[src/sv/tpq_pkg.sv]
// Package for the triage priority queue: field widths, request and response
// structs, op and status codes, default sizes. No dependencies.
`timescale 1ns / 1ps

package tpq_pkg;

  // Field widths
  localparam int unsigned OP_W   = 3;
  localparam int unsigned ID_W   = 8;
  localparam int unsigned PRIO_W = 4;
  localparam int unsigned ST_W   = 3;
  localparam int unsigned LVL_W  = 5;

  // Default sizes
  localparam int unsigned ID_SPACE_DEF    = 256;
  localparam int unsigned QUEUE_DEPTH_DEF = 16;
  localparam int unsigned STACK_DEPTH_DEF = 16;

  // Op codes
  localparam logic [OP_W-1:0] OP_REGISTER   = 3'd0;
  localparam logic [OP_W-1:0] OP_UNREGISTER = 3'd1;
  localparam logic [OP_W-1:0] OP_ENQUEUE    = 3'd2;
  localparam logic [OP_W-1:0] OP_TREAT      = 3'd3;
  localparam logic [OP_W-1:0] OP_POP        = 3'd4;

  // Status codes
  localparam logic [ST_W-1:0] ST_OK          = 3'd0;
  localparam logic [ST_W-1:0] ST_NOT_FOUND   = 3'd1;
  localparam logic [ST_W-1:0] ST_DUPLICATE   = 3'd2;
  localparam logic [ST_W-1:0] ST_QUEUE_EMPTY = 3'd3;
  localparam logic [ST_W-1:0] ST_STACK_EMPTY = 3'd4;
  localparam logic [ST_W-1:0] ST_QUEUE_FULL  = 3'd5;
  localparam logic [ST_W-1:0] ST_STACK_FULL  = 3'd6;

  typedef struct packed {
    logic [OP_W-1:0]   op;
    logic [ID_W-1:0]   patient_id;
    logic [PRIO_W-1:0] priority_req;
  } req_t;

  typedef struct packed {
    logic [ST_W-1:0]   status;
    logic [ID_W-1:0]   out_id;
    logic [PRIO_W-1:0] out_priority;
    logic              recorded;
    logic [LVL_W-1:0]  queue_level;
    logic [LVL_W-1:0]  stack_level;
  } rsp_t;

  // One service queue entry
  typedef struct packed {
    logic [ID_W-1:0]   id;
    logic [PRIO_W-1:0] prio;
  } qent_t;

endpackage

[src/sv/triage_priority_queue_with_stack.sv]
// Triage priority queue top level: id registry, sorted service queue and
// treated stack, run by a small sequencer. Depends on tpq_pkg.
`timescale 1ns / 1ps

// One request is one operation and yields exactly one response. The block
// takes a request when it is idle and no response is parked behind a full
// output register; the response lands in the output register and may wait
// there while the next request is already taken. Register, unregister, treat,
// pop, a refused enqueue and an enqueue into an empty queue finish in the
// execute state. An enqueue into a non-empty queue then walks back from the
// tail through the queue memory, comparing and moving one entry per cycle
// past every waiting entry with a larger priority value, and then writes the
// new entry into the gap. The queue is a circular buffer, so treat pops in one step.
// Smaller priority values are served first; equal values first in, first out.
module triage_priority_queue_with_stack #(
  parameter int unsigned ID_SPACE    = tpq_pkg::ID_SPACE_DEF,
  parameter int unsigned QUEUE_DEPTH = tpq_pkg::QUEUE_DEPTH_DEF,
  parameter int unsigned STACK_DEPTH = tpq_pkg::STACK_DEPTH_DEF
) (
  input  logic          clk_i,
  input  logic          rst_ni,
  input  logic          req_valid_i,
  output logic          req_ready_o,
  input  tpq_pkg::req_t req_i,
  output logic          rsp_valid_o,
  input  logic          rsp_ready_i,
  output tpq_pkg::rsp_t rsp_o
);

  // Registry only needs the ids the 8-bit field can carry
  localparam int unsigned REG_DEPTH = (ID_SPACE < (1 << tpq_pkg::ID_W)) ?
                                      ID_SPACE : (1 << tpq_pkg::ID_W);
  localparam int unsigned REG_AW = $clog2(REG_DEPTH);
  localparam int unsigned QAW    = $clog2(QUEUE_DEPTH);
  localparam int unsigned QFW    = $clog2(QUEUE_DEPTH + 1);
  localparam int unsigned SAW    = $clog2(STACK_DEPTH);
  localparam int unsigned SFW    = $clog2(STACK_DEPTH + 1);

  localparam logic [16:0]  ID_LIM     = 17'(ID_SPACE);
  localparam logic [QAW:0] QSUM_DEPTH = (QAW + 1)'(QUEUE_DEPTH);
  localparam logic [QFW-1:0] QFULL    = QFW'(QUEUE_DEPTH);
  localparam logic [SFW-1:0] SFULL    = SFW'(STACK_DEPTH);

  // Sequencer states
  localparam logic [1:0] S_IDLE = 2'd0;
  localparam logic [1:0] S_EXEC = 2'd1;
  localparam logic [1:0] S_INS  = 2'd2;
  localparam logic [1:0] S_PUT  = 2'd3;

  logic [1:0] state_q, state_d;

  // Latched request
  logic [tpq_pkg::OP_W-1:0]   op_q;
  logic [tpq_pkg::ID_W-1:0]   id_q;
  logic [tpq_pkg::PRIO_W-1:0] pr_q;

  // Pointers and fills
  logic [QAW-1:0] head_q, head_d;
  logic [QFW-1:0] qfill_q, qfill_d;
  logic [QFW-1:0] pos_q, pos_d;
  logic [SFW-1:0] sfill_q, sfill_d;

  // Registry
  logic [REG_DEPTH-1:0]       valid_q;
  logic [tpq_pkg::PRIO_W-1:0] prio_mem [REG_DEPTH];
  logic [tpq_pkg::PRIO_W-1:0] prio_rd_q;
  logic                       set_v, clr_v, pwr_en;

  // Queue memory, one read and one write port
  tpq_pkg::qent_t qmem [QUEUE_DEPTH];
  tpq_pkg::qent_t qrd_q, qwr_data, new_ent;
  logic [QAW-1:0] qrd_addr, qwr_addr;
  logic           qrd_en, qwr_en;

  // Stack memory
  logic [tpq_pkg::ID_W-1:0] smem [STACK_DEPTH];
  logic [tpq_pkg::ID_W-1:0] srd_q;
  logic [SAW-1:0]           s_rd_addr;
  logic [SFW-1:0]           sdec;
  logic                     swr_en;

  // Response path
  tpq_pkg::rsp_t res_d, out_q, pend_res_q;
  logic          rsp_valid_q, pend_q, fin, out_free, accept;

  // Lookups
  logic                   in_space, reg_hit, f_hit;
  logic [REG_AW-1:0]      rid, fidx;

  // Circular slot to physical address; sum stays below twice the depth
  function automatic logic [QAW-1:0] qaddr(input logic [QAW-1:0] head,
                                           input logic [QFW-1:0] slot);
    logic [QAW:0] sum;
    sum = {1'b0, head} + (QAW + 1)'(slot);
    if (sum >= QSUM_DEPTH) begin
      sum = sum - QSUM_DEPTH;
    end
    return sum[QAW-1:0];
  endfunction

  assign req_ready_o = (state_q == S_IDLE) && !pend_q;
  assign accept      = req_valid_i && req_ready_o;
  assign out_free    = !rsp_valid_q || rsp_ready_i;
  assign rsp_valid_o = rsp_valid_q;
  assign rsp_o       = out_q;

  assign in_space = {9'd0, id_q} < ID_LIM;
  assign rid      = id_q[REG_AW-1:0];
  assign reg_hit  = in_space && valid_q[rid];
  assign fidx     = qrd_q.id[REG_AW-1:0];
  assign f_hit    = ({9'd0, qrd_q.id} < ID_LIM) && valid_q[fidx];
  assign new_ent  = '{id: id_q, prio: prio_rd_q};

  assign sdec      = sfill_q - SFW'(1);
  assign s_rd_addr = (sfill_q == '0) ? '0 : sdec[SAW-1:0];

  // Sequencer and result
  always_comb begin
    state_d  = state_q;
    head_d   = head_q;
    qfill_d  = qfill_q;
    pos_d    = pos_q;
    sfill_d  = sfill_q;
    set_v    = 1'b0;
    clr_v    = 1'b0;
    pwr_en   = 1'b0;
    qrd_en   = 1'b0;
    qrd_addr = head_q;
    qwr_en   = 1'b0;
    qwr_addr = head_q;
    qwr_data = new_ent;
    swr_en   = 1'b0;
    fin      = 1'b0;
    res_d    = '0;

    unique case (state_q)
      S_IDLE: begin
        if (accept) begin
          qrd_en  = 1'b1;
          state_d = S_EXEC;
        end
      end
      S_EXEC: begin
        fin = 1'b1;
        unique case (op_q)
          tpq_pkg::OP_REGISTER: begin
            if (!in_space) begin
              res_d.status = tpq_pkg::ST_NOT_FOUND;
            end else if (valid_q[rid]) begin
              res_d.status = tpq_pkg::ST_DUPLICATE;
            end else begin
              set_v  = 1'b1;
              pwr_en = 1'b1;
            end
          end
          tpq_pkg::OP_UNREGISTER: begin
            if (!reg_hit) begin
              res_d.status = tpq_pkg::ST_NOT_FOUND;
            end else begin
              clr_v = 1'b1;
            end
          end
          tpq_pkg::OP_ENQUEUE: begin
            if (!reg_hit) begin
              res_d.status = tpq_pkg::ST_NOT_FOUND;
            end else if (qfill_q == QFULL) begin
              res_d.status = tpq_pkg::ST_QUEUE_FULL;
            end else if (qfill_q == '0) begin
              qwr_en   = 1'b1;
              qwr_addr = head_q;
              qfill_d  = qfill_q + QFW'(1);
            end else begin
              // start the walk at the tail
              fin      = 1'b0;
              pos_d    = qfill_q;
              qrd_en   = 1'b1;
              qrd_addr = qaddr(head_q, qfill_q - QFW'(1));
              state_d  = S_INS;
            end
          end
          tpq_pkg::OP_TREAT: begin
            if (qfill_q == '0) begin
              res_d.status = tpq_pkg::ST_QUEUE_EMPTY;
            end else begin
              head_d             = qaddr(head_q, QFW'(1));
              qfill_d            = qfill_q - QFW'(1);
              res_d.out_id       = qrd_q.id;
              res_d.out_priority = qrd_q.prio;
              if (f_hit) begin
                if (sfill_q == SFULL) begin
                  res_d.status = tpq_pkg::ST_STACK_FULL;
                end else begin
                  swr_en         = 1'b1;
                  sfill_d        = sfill_q + SFW'(1);
                  res_d.recorded = 1'b1;
                end
              end
            end
          end
          tpq_pkg::OP_POP: begin
            if (sfill_q == '0) begin
              res_d.status = tpq_pkg::ST_STACK_EMPTY;
            end else begin
              sfill_d      = sdec;
              res_d.out_id = srd_q;
            end
          end
          default: begin
          end
        endcase
        if (fin) begin
          state_d = S_IDLE;
        end
      end
      S_INS: begin
        // qrd_q holds the entry at slot pos-1
        qwr_en   = 1'b1;
        qwr_addr = qaddr(head_q, pos_q);
        if (qrd_q.prio > prio_rd_q) begin
          qwr_data = qrd_q;
          pos_d    = pos_q - QFW'(1);
          if (pos_q == QFW'(1)) begin
            state_d = S_PUT;
          end else begin
            qrd_en   = 1'b1;
            qrd_addr = qaddr(head_q, pos_q - QFW'(2));
          end
        end else begin
          qfill_d = qfill_q + QFW'(1);
          fin     = 1'b1;
          state_d = S_IDLE;
        end
      end
      S_PUT: begin
        qwr_en   = 1'b1;
        qwr_addr = qaddr(head_q, pos_q);
        qfill_d  = qfill_q + QFW'(1);
        fin      = 1'b1;
        state_d  = S_IDLE;
      end
      default: begin
        state_d = S_IDLE;
      end
    endcase

    res_d.queue_level = tpq_pkg::LVL_W'(qfill_d);
    res_d.stack_level = tpq_pkg::LVL_W'(sfill_d);
  end

  // Control state
  always_ff @(posedge clk_i or negedge rst_ni) begin
    if (!rst_ni) begin
      state_q <= S_IDLE;
      head_q  <= '0;
      qfill_q <= '0;
      pos_q   <= '0;
      sfill_q <= '0;
      valid_q <= '0;
    end else begin
      state_q <= state_d;
      head_q  <= head_d;
      qfill_q <= qfill_d;
      pos_q   <= pos_d;
      sfill_q <= sfill_d;
      if (set_v) begin
        valid_q[rid] <= 1'b1;
      end
      if (clr_v) begin
        valid_q[rid] <= 1'b0;
      end
    end
  end

  // Request latch
  always_ff @(posedge clk_i) begin
    if (accept) begin
      op_q <= req_i.op;
      id_q <= req_i.patient_id;
      pr_q <= req_i.priority_req;
    end
  end

  // Registry priority memory
  always_ff @(posedge clk_i) begin
    if (pwr_en) begin
      prio_mem[rid] <= pr_q;
    end
    if (accept) begin
      prio_rd_q <= prio_mem[req_i.patient_id[REG_AW-1:0]];
    end
  end

  // Queue memory
  always_ff @(posedge clk_i) begin
    if (qwr_en) begin
      qmem[qwr_addr] <= qwr_data;
    end
    if (qrd_en) begin
      qrd_q <= qmem[qrd_addr];
    end
  end

  // Stack memory
  always_ff @(posedge clk_i) begin
    if (swr_en) begin
      smem[sfill_q[SAW-1:0]] <= qrd_q.id;
    end
    if (accept) begin
      srd_q <= smem[s_rd_addr];
    end
  end

  // Output register plus one parked response
  always_ff @(posedge clk_i or negedge rst_ni) begin
    if (!rst_ni) begin
      rsp_valid_q <= 1'b0;
      pend_q      <= 1'b0;
    end else begin
      if (rsp_valid_q && rsp_ready_i) begin
        rsp_valid_q <= 1'b0;
      end
      if (pend_q && out_free) begin
        rsp_valid_q <= 1'b1;
        pend_q      <= 1'b0;
      end else if (fin) begin
        if (out_free) begin
          rsp_valid_q <= 1'b1;
        end else begin
          pend_q <= 1'b1;
        end
      end
    end
  end

  always_ff @(posedge clk_i) begin
    if (pend_q && out_free) begin
      out_q <= pend_res_q;
    end else if (fin) begin
      if (out_free) begin
        out_q <= res_d;
      end else begin
        pend_res_q <= res_d;
      end
    end
  end

endmodule
[config.mk]
export PLATFORM = sky130hd
export DESIGN_NAME = triage_priority_queue_with_stack
export DESIGN_NICKNAME = d
export VERILOG_FILES = /design/src/sv/tpq_pkg.sv /design/src/sv/triage_priority_queue_with_stack.sv
export SDC_FILE = /design/constraint.sdc
export NUM_CORES = 2
export LEC_CHECK = 0
export BUFFER_PORTS_ARGS = -buffer_cell sky130_fd_sc_hd__buf_4
export CAP_MARGIN = 0
export CORE_MARGIN = 3
export CORE_UTILIZATION = 49
export CTS_BUF_LIST = sky130_fd_sc_hd__clkbuf_4 sky130_fd_sc_hd__clkbuf_8 sky130_fd_sc_hd__clkbuf_16
export CTS_CLUSTER_DIAMETER = 60
export CTS_CLUSTER_SIZE = 16
export DETAILED_ROUTE_END_ITERATION = 12
export PLACE_DENSITY = 0.62
export SYNTH_ARGS = -nofsm -noshare
export SYNTH_HDL_FRONTEND = slang
export SYNTH_SLANG_ARGS = --single-unit
[constraint.sdc]
create_clock -name clk_i -period 7.2 [get_ports clk_i]
set_input_delay 0.36 -clock clk_i [delete_from_list [all_inputs] [get_ports clk_i]]
set_output_delay 0.36 -clock clk_i [all_outputs]
set_load 0.005 [all_outputs]
# Yosys cells after proc, flatten, opt, wreduce, memory -nomap -nowiden
# Memory sizes are Yosys's and may differ from the RTL's. A register that Yosys moved wholly into a read port is not among the register bits.
# Index checks and enable logic that the tools add are counted.
dict set report classes {
  n_addsub 14
  order_cmp 8
  n_eq_ne 22
  n_mux 111
  bitwise 6
  reduce_logical 22
}
# cell count
set ops {}
lappend ops {{two-way mux 256 bit} 2}
lappend ops {{AND 256 bit} 1}
lappend ops {{inverter 256 bit} 1}
lappend ops {{OR 256 bit} 1}
lappend ops {{two-way mux 5 bit} 16}
lappend ops {{two-way mux 26 bit} 3}
lappend ops {{two-way mux 4 bit} 12}
lappend ops {{two-way mux 1 bit} 44}
lappend ops {{case mux 5 bit (2 select lines)} 3}
lappend ops {{two-way mux 12 bit} 2}
lappend ops {{greater-or-equal comparator 5 bit (second input constant)} 4}
lappend ops {{less-than comparator 8 x 9 -> 1 bit (second input constant)} 2}
lappend ops {{two-way mux 2 bit} 9}
lappend ops {{two-way mux 3 bit} 6}
lappend ops {{binary-select mux 1 bit (select 8 bit)} 2}
lappend ops {{two-way mux 16 bit} 1}
lappend ops {{case mux 8 bit (2 select lines)} 1}
lappend ops {{subtractor 4 x 1 -> 4 bit (second input constant)} 4}
lappend ops {{adder 4 x 5 -> 5 bit} 3}
lappend ops {{case mux 3 bit (5 select lines)} 1}
lappend ops {{case mux 5 bit (3 select lines)} 1}
lappend ops {{subtractor 5 x 1 -> 5 bit (second input constant)} 3}
lappend ops {{two-way mux 13 bit} 1}
lappend ops {{inequality test 3 bit (second input constant)} 4}
lappend ops {{33 further kinds} 56}
dict set report totals {
  reg_bits 346
  ramBits 1344
  in_bits 19
  out_inout_bits 28
  word_cells 209
  n_memories 3
}
# memory words word_bits rd rd_ports_with_merged_regs write_ports line
set memory_table {}
lappend memory_table {prio_mem 256 4 1 1 1 triage_priority_queue_with_stack.sv:65} ;# logic [tpq_pkg::PRIO_W-1:0] prio_mem [REG_DEPTH];
lappend memory_table {qmem 16 12 1 1 1 triage_priority_queue_with_stack.sv:70} ;# tpq_pkg::qent_t qmem [QUEUE_DEPTH];
lappend memory_table {smem 16 8 1 1 1 triage_priority_queue_with_stack.sv:76} ;# logic [tpq_pkg::ID_W-1:0] smem [STACK_DEPTH];

# Depth between registers and ports, before layout
dict set report logic_depth {
  ltp_word 9
  ltp_mapped 18
  ltp_nobuf 13
}

# Least setup slack after synthesis
# OpenSTA, ideal clock, no wires.
dict set report synth_path {
  path_type {register to register}
  from {register id_q[0] (netlist bit)}
  to {register pend_res_q[0] (netlist bit) (enable)}
  arrival_ns 4.458
  setup_slack_ns 2.300
  stages_incl_launch_ff 12
  path_buffers 3
  cell_sequence {edfxtp_1 > buf_2 > buf_2 > buf_2 > mux4_2 > a22oi_1 > nand2_1 > a21oi_1 > o2111a_1 > o31ai_1 > and2_1 > nor3_1}
}
dict set report synth_via {
  elab_chain_len 7
}
# item line
set synth_lines {}
lappend synth_lines {{start, declared} triage_priority_queue_with_stack.sv:54} ;# logic [tpq_pkg::ID_W-1:0] id_q;
lappend synth_lines {{start signal, assigned} triage_priority_queue_with_stack.sv:278} ;# id_q <= req_i.patient_id;
lappend synth_lines {{binary-select mux 1 bit (select 8 bit)} triage_priority_queue_with_stack.sv:109} ;# assign reg_hit = in_space && valid_q[rid];
lappend synth_lines {{two-way mux 1 bit (not written as such)} triage_priority_queue_with_stack.sv:109}
lappend synth_lines {{two-way mux 1 bit} triage_priority_queue_with_stack.sv:164} ;# if (!reg_hit) begin
lappend synth_lines {{two-way mux 1 bit} triage_priority_queue_with_stack.sv:145} ;# unique case (op_q)
lappend synth_lines {{two-way mux 1 bit} triage_priority_queue_with_stack.sv:136} ;# unique case (state_q)
lappend synth_lines {{case mux 1 bit (3 select lines)} triage_priority_queue_with_stack.sv:136}
lappend synth_lines {{AND reduction 3 bit (no line)} -}
lappend synth_lines {{end signal, assigned} triage_priority_queue_with_stack.sv:342} ;# pend_res_q <= res_d;
lappend synth_lines {{end, declared} triage_priority_queue_with_stack.sv:83} ;# tpq_pkg::rsp_t res_d, out_q, pend_res_q;
# No other way between the ends. The select of a mux whose other input is x is not followed.
# A chain may end at the register's enable or synchronous reset.

# Worst setup path after layout
dict set report layout_path {
  from {register id_q[0] (netlist bit)}
  to {memory prio_mem[214][0] (netlist bit) (enable)}
}
dict set report layout_via {
  elab_chain_len 7
}
# item line
set layout_lines {}
lappend layout_lines {{binary-select mux 1 bit (select 8 bit)} triage_priority_queue_with_stack.sv:149} ;# end else if (valid_q[rid]) begin
lappend layout_lines {{two-way mux 1 bit (not written as such)} triage_priority_queue_with_stack.sv:149}
lappend layout_lines {{two-way mux 1 bit} triage_priority_queue_with_stack.sv:149}
lappend layout_lines {{two-way mux 1 bit} triage_priority_queue_with_stack.sv:145}
lappend layout_lines {{two-way mux 1 bit} triage_priority_queue_with_stack.sv:136}
lappend layout_lines {{two-way mux 1 bit} triage_priority_queue_with_stack.sv:285} ;# if (pwr_en) begin
lappend layout_lines {{two-way mux 1 bit (not written as such)} triage_priority_queue_with_stack.sv:286} ;# prio_mem[rid] <= pr_q;
lappend layout_lines {{end, declared} triage_priority_queue_with_stack.sv:65}
# Parallel ways exist; a longest one is shown, timed or not. The select of a mux whose other input is x is not followed.

==> summary.log <==
qor: power_and_ir_drop.powerDensity 305.2 nW/um^2
qor: sta.setup_viol_count_final 0
qor: job.number_of_maximum_capacitance_constraint_violations 0
qor: detailed_routing.avgViaCountPerCell 6.492
qor: worst_setup_path.cp_data_arrival_time 6590 ps
qor: cts.clock_tree.root_cell sky130_fd_sc_hd__clkbuf_16
qor: synthesis.synth_area_leader_cell sky130_fd_sc_hd__edfxtp_1
qor: sta.maxClockFrequency 0.1617 GHz
qor: detailed_routing.ant_nets 0
qor: global_route.largest_net_degree_at_the_start_of_global_routing 228
qor: die.dieWidth 388.4 um
qor: cts.clock_tree_from_tritoncts done
qor: detailed_routing.postRouteWirelength 184100 um
qor: die.io_pins 47
qor: synthesis.postSynthCellCount 3822
qor: final_layout.layout_common_cells 1435 x sky130_fd_sc_hd__edfxtp_1, 511 x sky130_fd_sc_hd__mux4_2, 314 x sky130_fd_sc_hd__nor2_1
qor: sta.min_period 6184 ps
qor: detailed_routing.detail_route.drc_violations 0
qor: sta.report.final.slew_viol_count 0
qor: worst_setup_path.largest_fanout_on_the_critical_path 17
qor: detailed_routing.route.detailed.wl_per_inst 31.41 um
qor: cts.cts.repair.resized 0
qor: detailed_routing.drt_first_iter_violations 4188
qor: synthesis.synthDistinctLibCells 67
qor: worst_setup_path.timing_worst_setup_path_type flop to flop
qor: synthesis.postSynthAreaPerCell 18.75 um^2
qor: placement.gp_routability_congestion 0.8973
qor: die.placementRows 139
qor: cts.maximum_number_of_buffers_from_clock_root_to_sink 3
qor: sta.worst-slew-pin-transition 1242 ps
qor: placement.io_buffers 46
qor: final_layout.area_delta_synth_final 10.47%
qor: global_route.grt_usage 24.67%
qor: worst_setup_path.cp.required 7610 ps
qor: worst_setup_path.setup.worst_path.start id_q[0]
qor: worst_setup_path.worstSetupEndpointType flop
qor: cts.clock_tree.htree_level_count 4
qor: sta.min_period_over_period 85.89%
qor: detailed_routing.vias 38.05k
qor: placement.detailedPlacementHpwl 115700 um
qor: cts.post_cts_buffers 0
qor: die.initial_core_utilization 49.63%
qor: global_route.grt_first_pass_wirelength 272800 um
qor: die.die_y 388.4 um
qor: worst_hold_path.min_path_cells 1
qor: cts.cts-buffers-inserted 140
qor: sta.worst_clock_skew 42.94 ps
qor: worst_setup_path.r2r_cells 10
qor: synthesis.seq_area_frac_synth 69.89%
qor: worst_hold_path.min_from req_i[10]
qor: synthesis.synth_enable_flop_cells 1435
qor: cts.holdBufCountCts 11
qor: global_route.antenna_violations_before_repair 9
qor: synthesis.post_synth_instance_area 71650 um^2
qor: sta.hold_violations 0
qor: run_status.status finished, final reports clean
qor: die.die-area 150800 um^2
qor: power_and_ir_drop.vdd.ir_drop.worst 368.1 uV
qor: final_layout.final_nets 3899
qor: synthesis.synth-warning-count 0
qor: synthesis.ys_flop_type sky130_fd_sc_hd__edfxtp_1
qor: synthesis.ys_async_sr_fraction 16.28%
qor: final_layout.final_core_util 54.83%
qor: worst_hold_path.worstHoldPathType input pin to flop
qor: detailed_routing.first_pass_iters 6
qor: cts.tritoncts_num_sinks 1714
qor: synthesis.synth_area_leaders sky130_fd_sc_hd__edfxtp_1 60%, sky130_fd_sc_hd__mux4_2 16%, sky130_fd_sc_hd__dfrtp_1 9.7%
qor: die.fp.coreArea 144400 um^2
qor: synthesis.synth_top_cell_area_share 60.14%
qor: global_route.grt_overflow_total 0
qor: worst_setup_path.crit_path_start_kind flop
qor: sta.max-slew-margin-rel 16.92%
qor: final_layout.post_route_cells_drive_above_1_share 24.68%
qor: power_and_ir_drop.p_leak 26.59 nW
qor: cts.later_pin_clock_latency_in_the_skew_report 790 ps
qor: synthesis.synth_seq_cells 1714
qor: sta.fin_setup_tns 0 ps
qor: worst_setup_path.reg2reg_from id_q[0]
qor: sta.grt_setup_unrepaired false
qor: global_route.first_global_vias 38.76k
qor: final_layout.most_common_cell_after_layout_fill_and_taps_aside sky130_fd_sc_hd__edfxtp_1
qor: synthesis.syn-num-nets 3873
qor: cts.clk_pin_slew_worst_paths 80 ps
[flip-flops by register name, summed over array words and instances, names as in the netlist, 8 cells and up]
signal,flops
pend_res_q,26
qmem,192
rsp_o,26
fidx,8
valid_q,256
smem,128
prio_mem,1024
id_q,8
srd_q,8
[where the power goes]
part	internal [mW]	total (mW)	switching, mW	leakage [nW]
Combinational	1.69	4.42	2.73	7.40
Sequential	11.4	11.7	0.299	16.8
Clock	4.40	7.98	3.58	2.39
[path summary, 6_finish.rpt]
path / endpoint / slack [ps]
worst max-delay path: prio_mem[214][0] / 1020
worst min-delay path: id_q[6] / 90
worst max register to register: prio_mem[214][0] / 1020
worst min register to register: valid_q[110] / 510
max in group asynchronous: valid_q[172] / 5340
min in group asynchronous: sfill_q[3] / 200
[cells by family (layout without fill, tap and decap cells)]
logic type | Yosys count | after routing | synth area share (%)
mux | 691 | 691 | 18.68
buf+inv | 295 | 428 | 1.708
fa+ha+maj | 32 | 32 | 0.5903
compound gates | 465 | 465 | 5.222
simple gates | 609 | 609 | 3.720
xor+xnor | 16 | 16 | 0.1956
flops | 1714 | 1714 | 69.89
other cells | 0 | 3 | 0
[stage by stage]
step | hold WS (ps) | setup WS, ps | instance area, um^2 | instances | total power, mW
2_1_floorplan | 64.41 | 2300 | 71650 | 3822 | 14.86
3_3_place_gp | 438.0 | 1275 | 74270 | 5598 | 16.36
3_5_place_dp | 451.8 | 1216 | 74270 | 5598 | 16.39
4_1_cts | 16.34 | 1192 | 79140 | 5858 | 24.32
5_1_grt | 36.66 | 822.2 | 79140 | 5858 | 25.05
6_report | 86.90 | 1016 | 79140 | 5861 | 24.15
[per-layer routing]
metal	GRT usage (%)	wire, um
met3	4.244	13090
met2	38.84	88160
met1	35.27	76550
met5	0	54
met4	8.533	6253
[cell usage after synthesis (all sizes together) (5+ instances only)]
library cell and count:
a211oi 12, a21o 5, a21oi 42, a221oi 16, a22o 10, a22oi 21
a31oi 16, a32oi 13, and2 18, and3 5, buf 91, clkbuf 170
dfrtp 279, edfxtp 1435, ha 29, inv 34, mux2 56, mux2i 124
mux4 511, nand2 127, nand2b 9, nand3 34, nand3b 5, nand4 20
nor2 316, nor2b 38, nor3 21, nor4 5, o211ai 6, o21ai 24
o221ai 13, o22a 257, xnor2 12
[critical path, stage by stage (launching register included)]
cell	delay, ps
sky130_fd_sc_hd__edfxtp_1	710
sky130_fd_sc_hd__buf_12	260
sky130_fd_sc_hd__mux4_2	530
sky130_fd_sc_hd__a22oi_1	250
sky130_fd_sc_hd__a21oi_1	110
sky130_fd_sc_hd__a211o_1	350
sky130_fd_sc_hd__a2111oi_4	690
sky130_fd_sc_hd__nor2_1	430
sky130_fd_sc_hd__nor4_4	630
sky130_fd_sc_hd__nand4_1	920
sky130_fd_sc_hd__nor2_1	870
[area by class of cell]
| class | instances | area, um^2 |
|---|---|---|
| clock buffers | 202 | 4154 |
| repair buffers | 145 | 1339 |
| multi-input cells | 1813 | 20460 |
| well taps | 1903 | 2381 |
| fillers | 11170 | 65210 |
| clock inverters | 47 | 600.6 |
| diodes | 3 | 7.507 |
| inverters | 34 | 127.6 |
| flip-flops and latches | 1714 | 50070 |
Note: power is estimated with default switching activity, not from simulation.
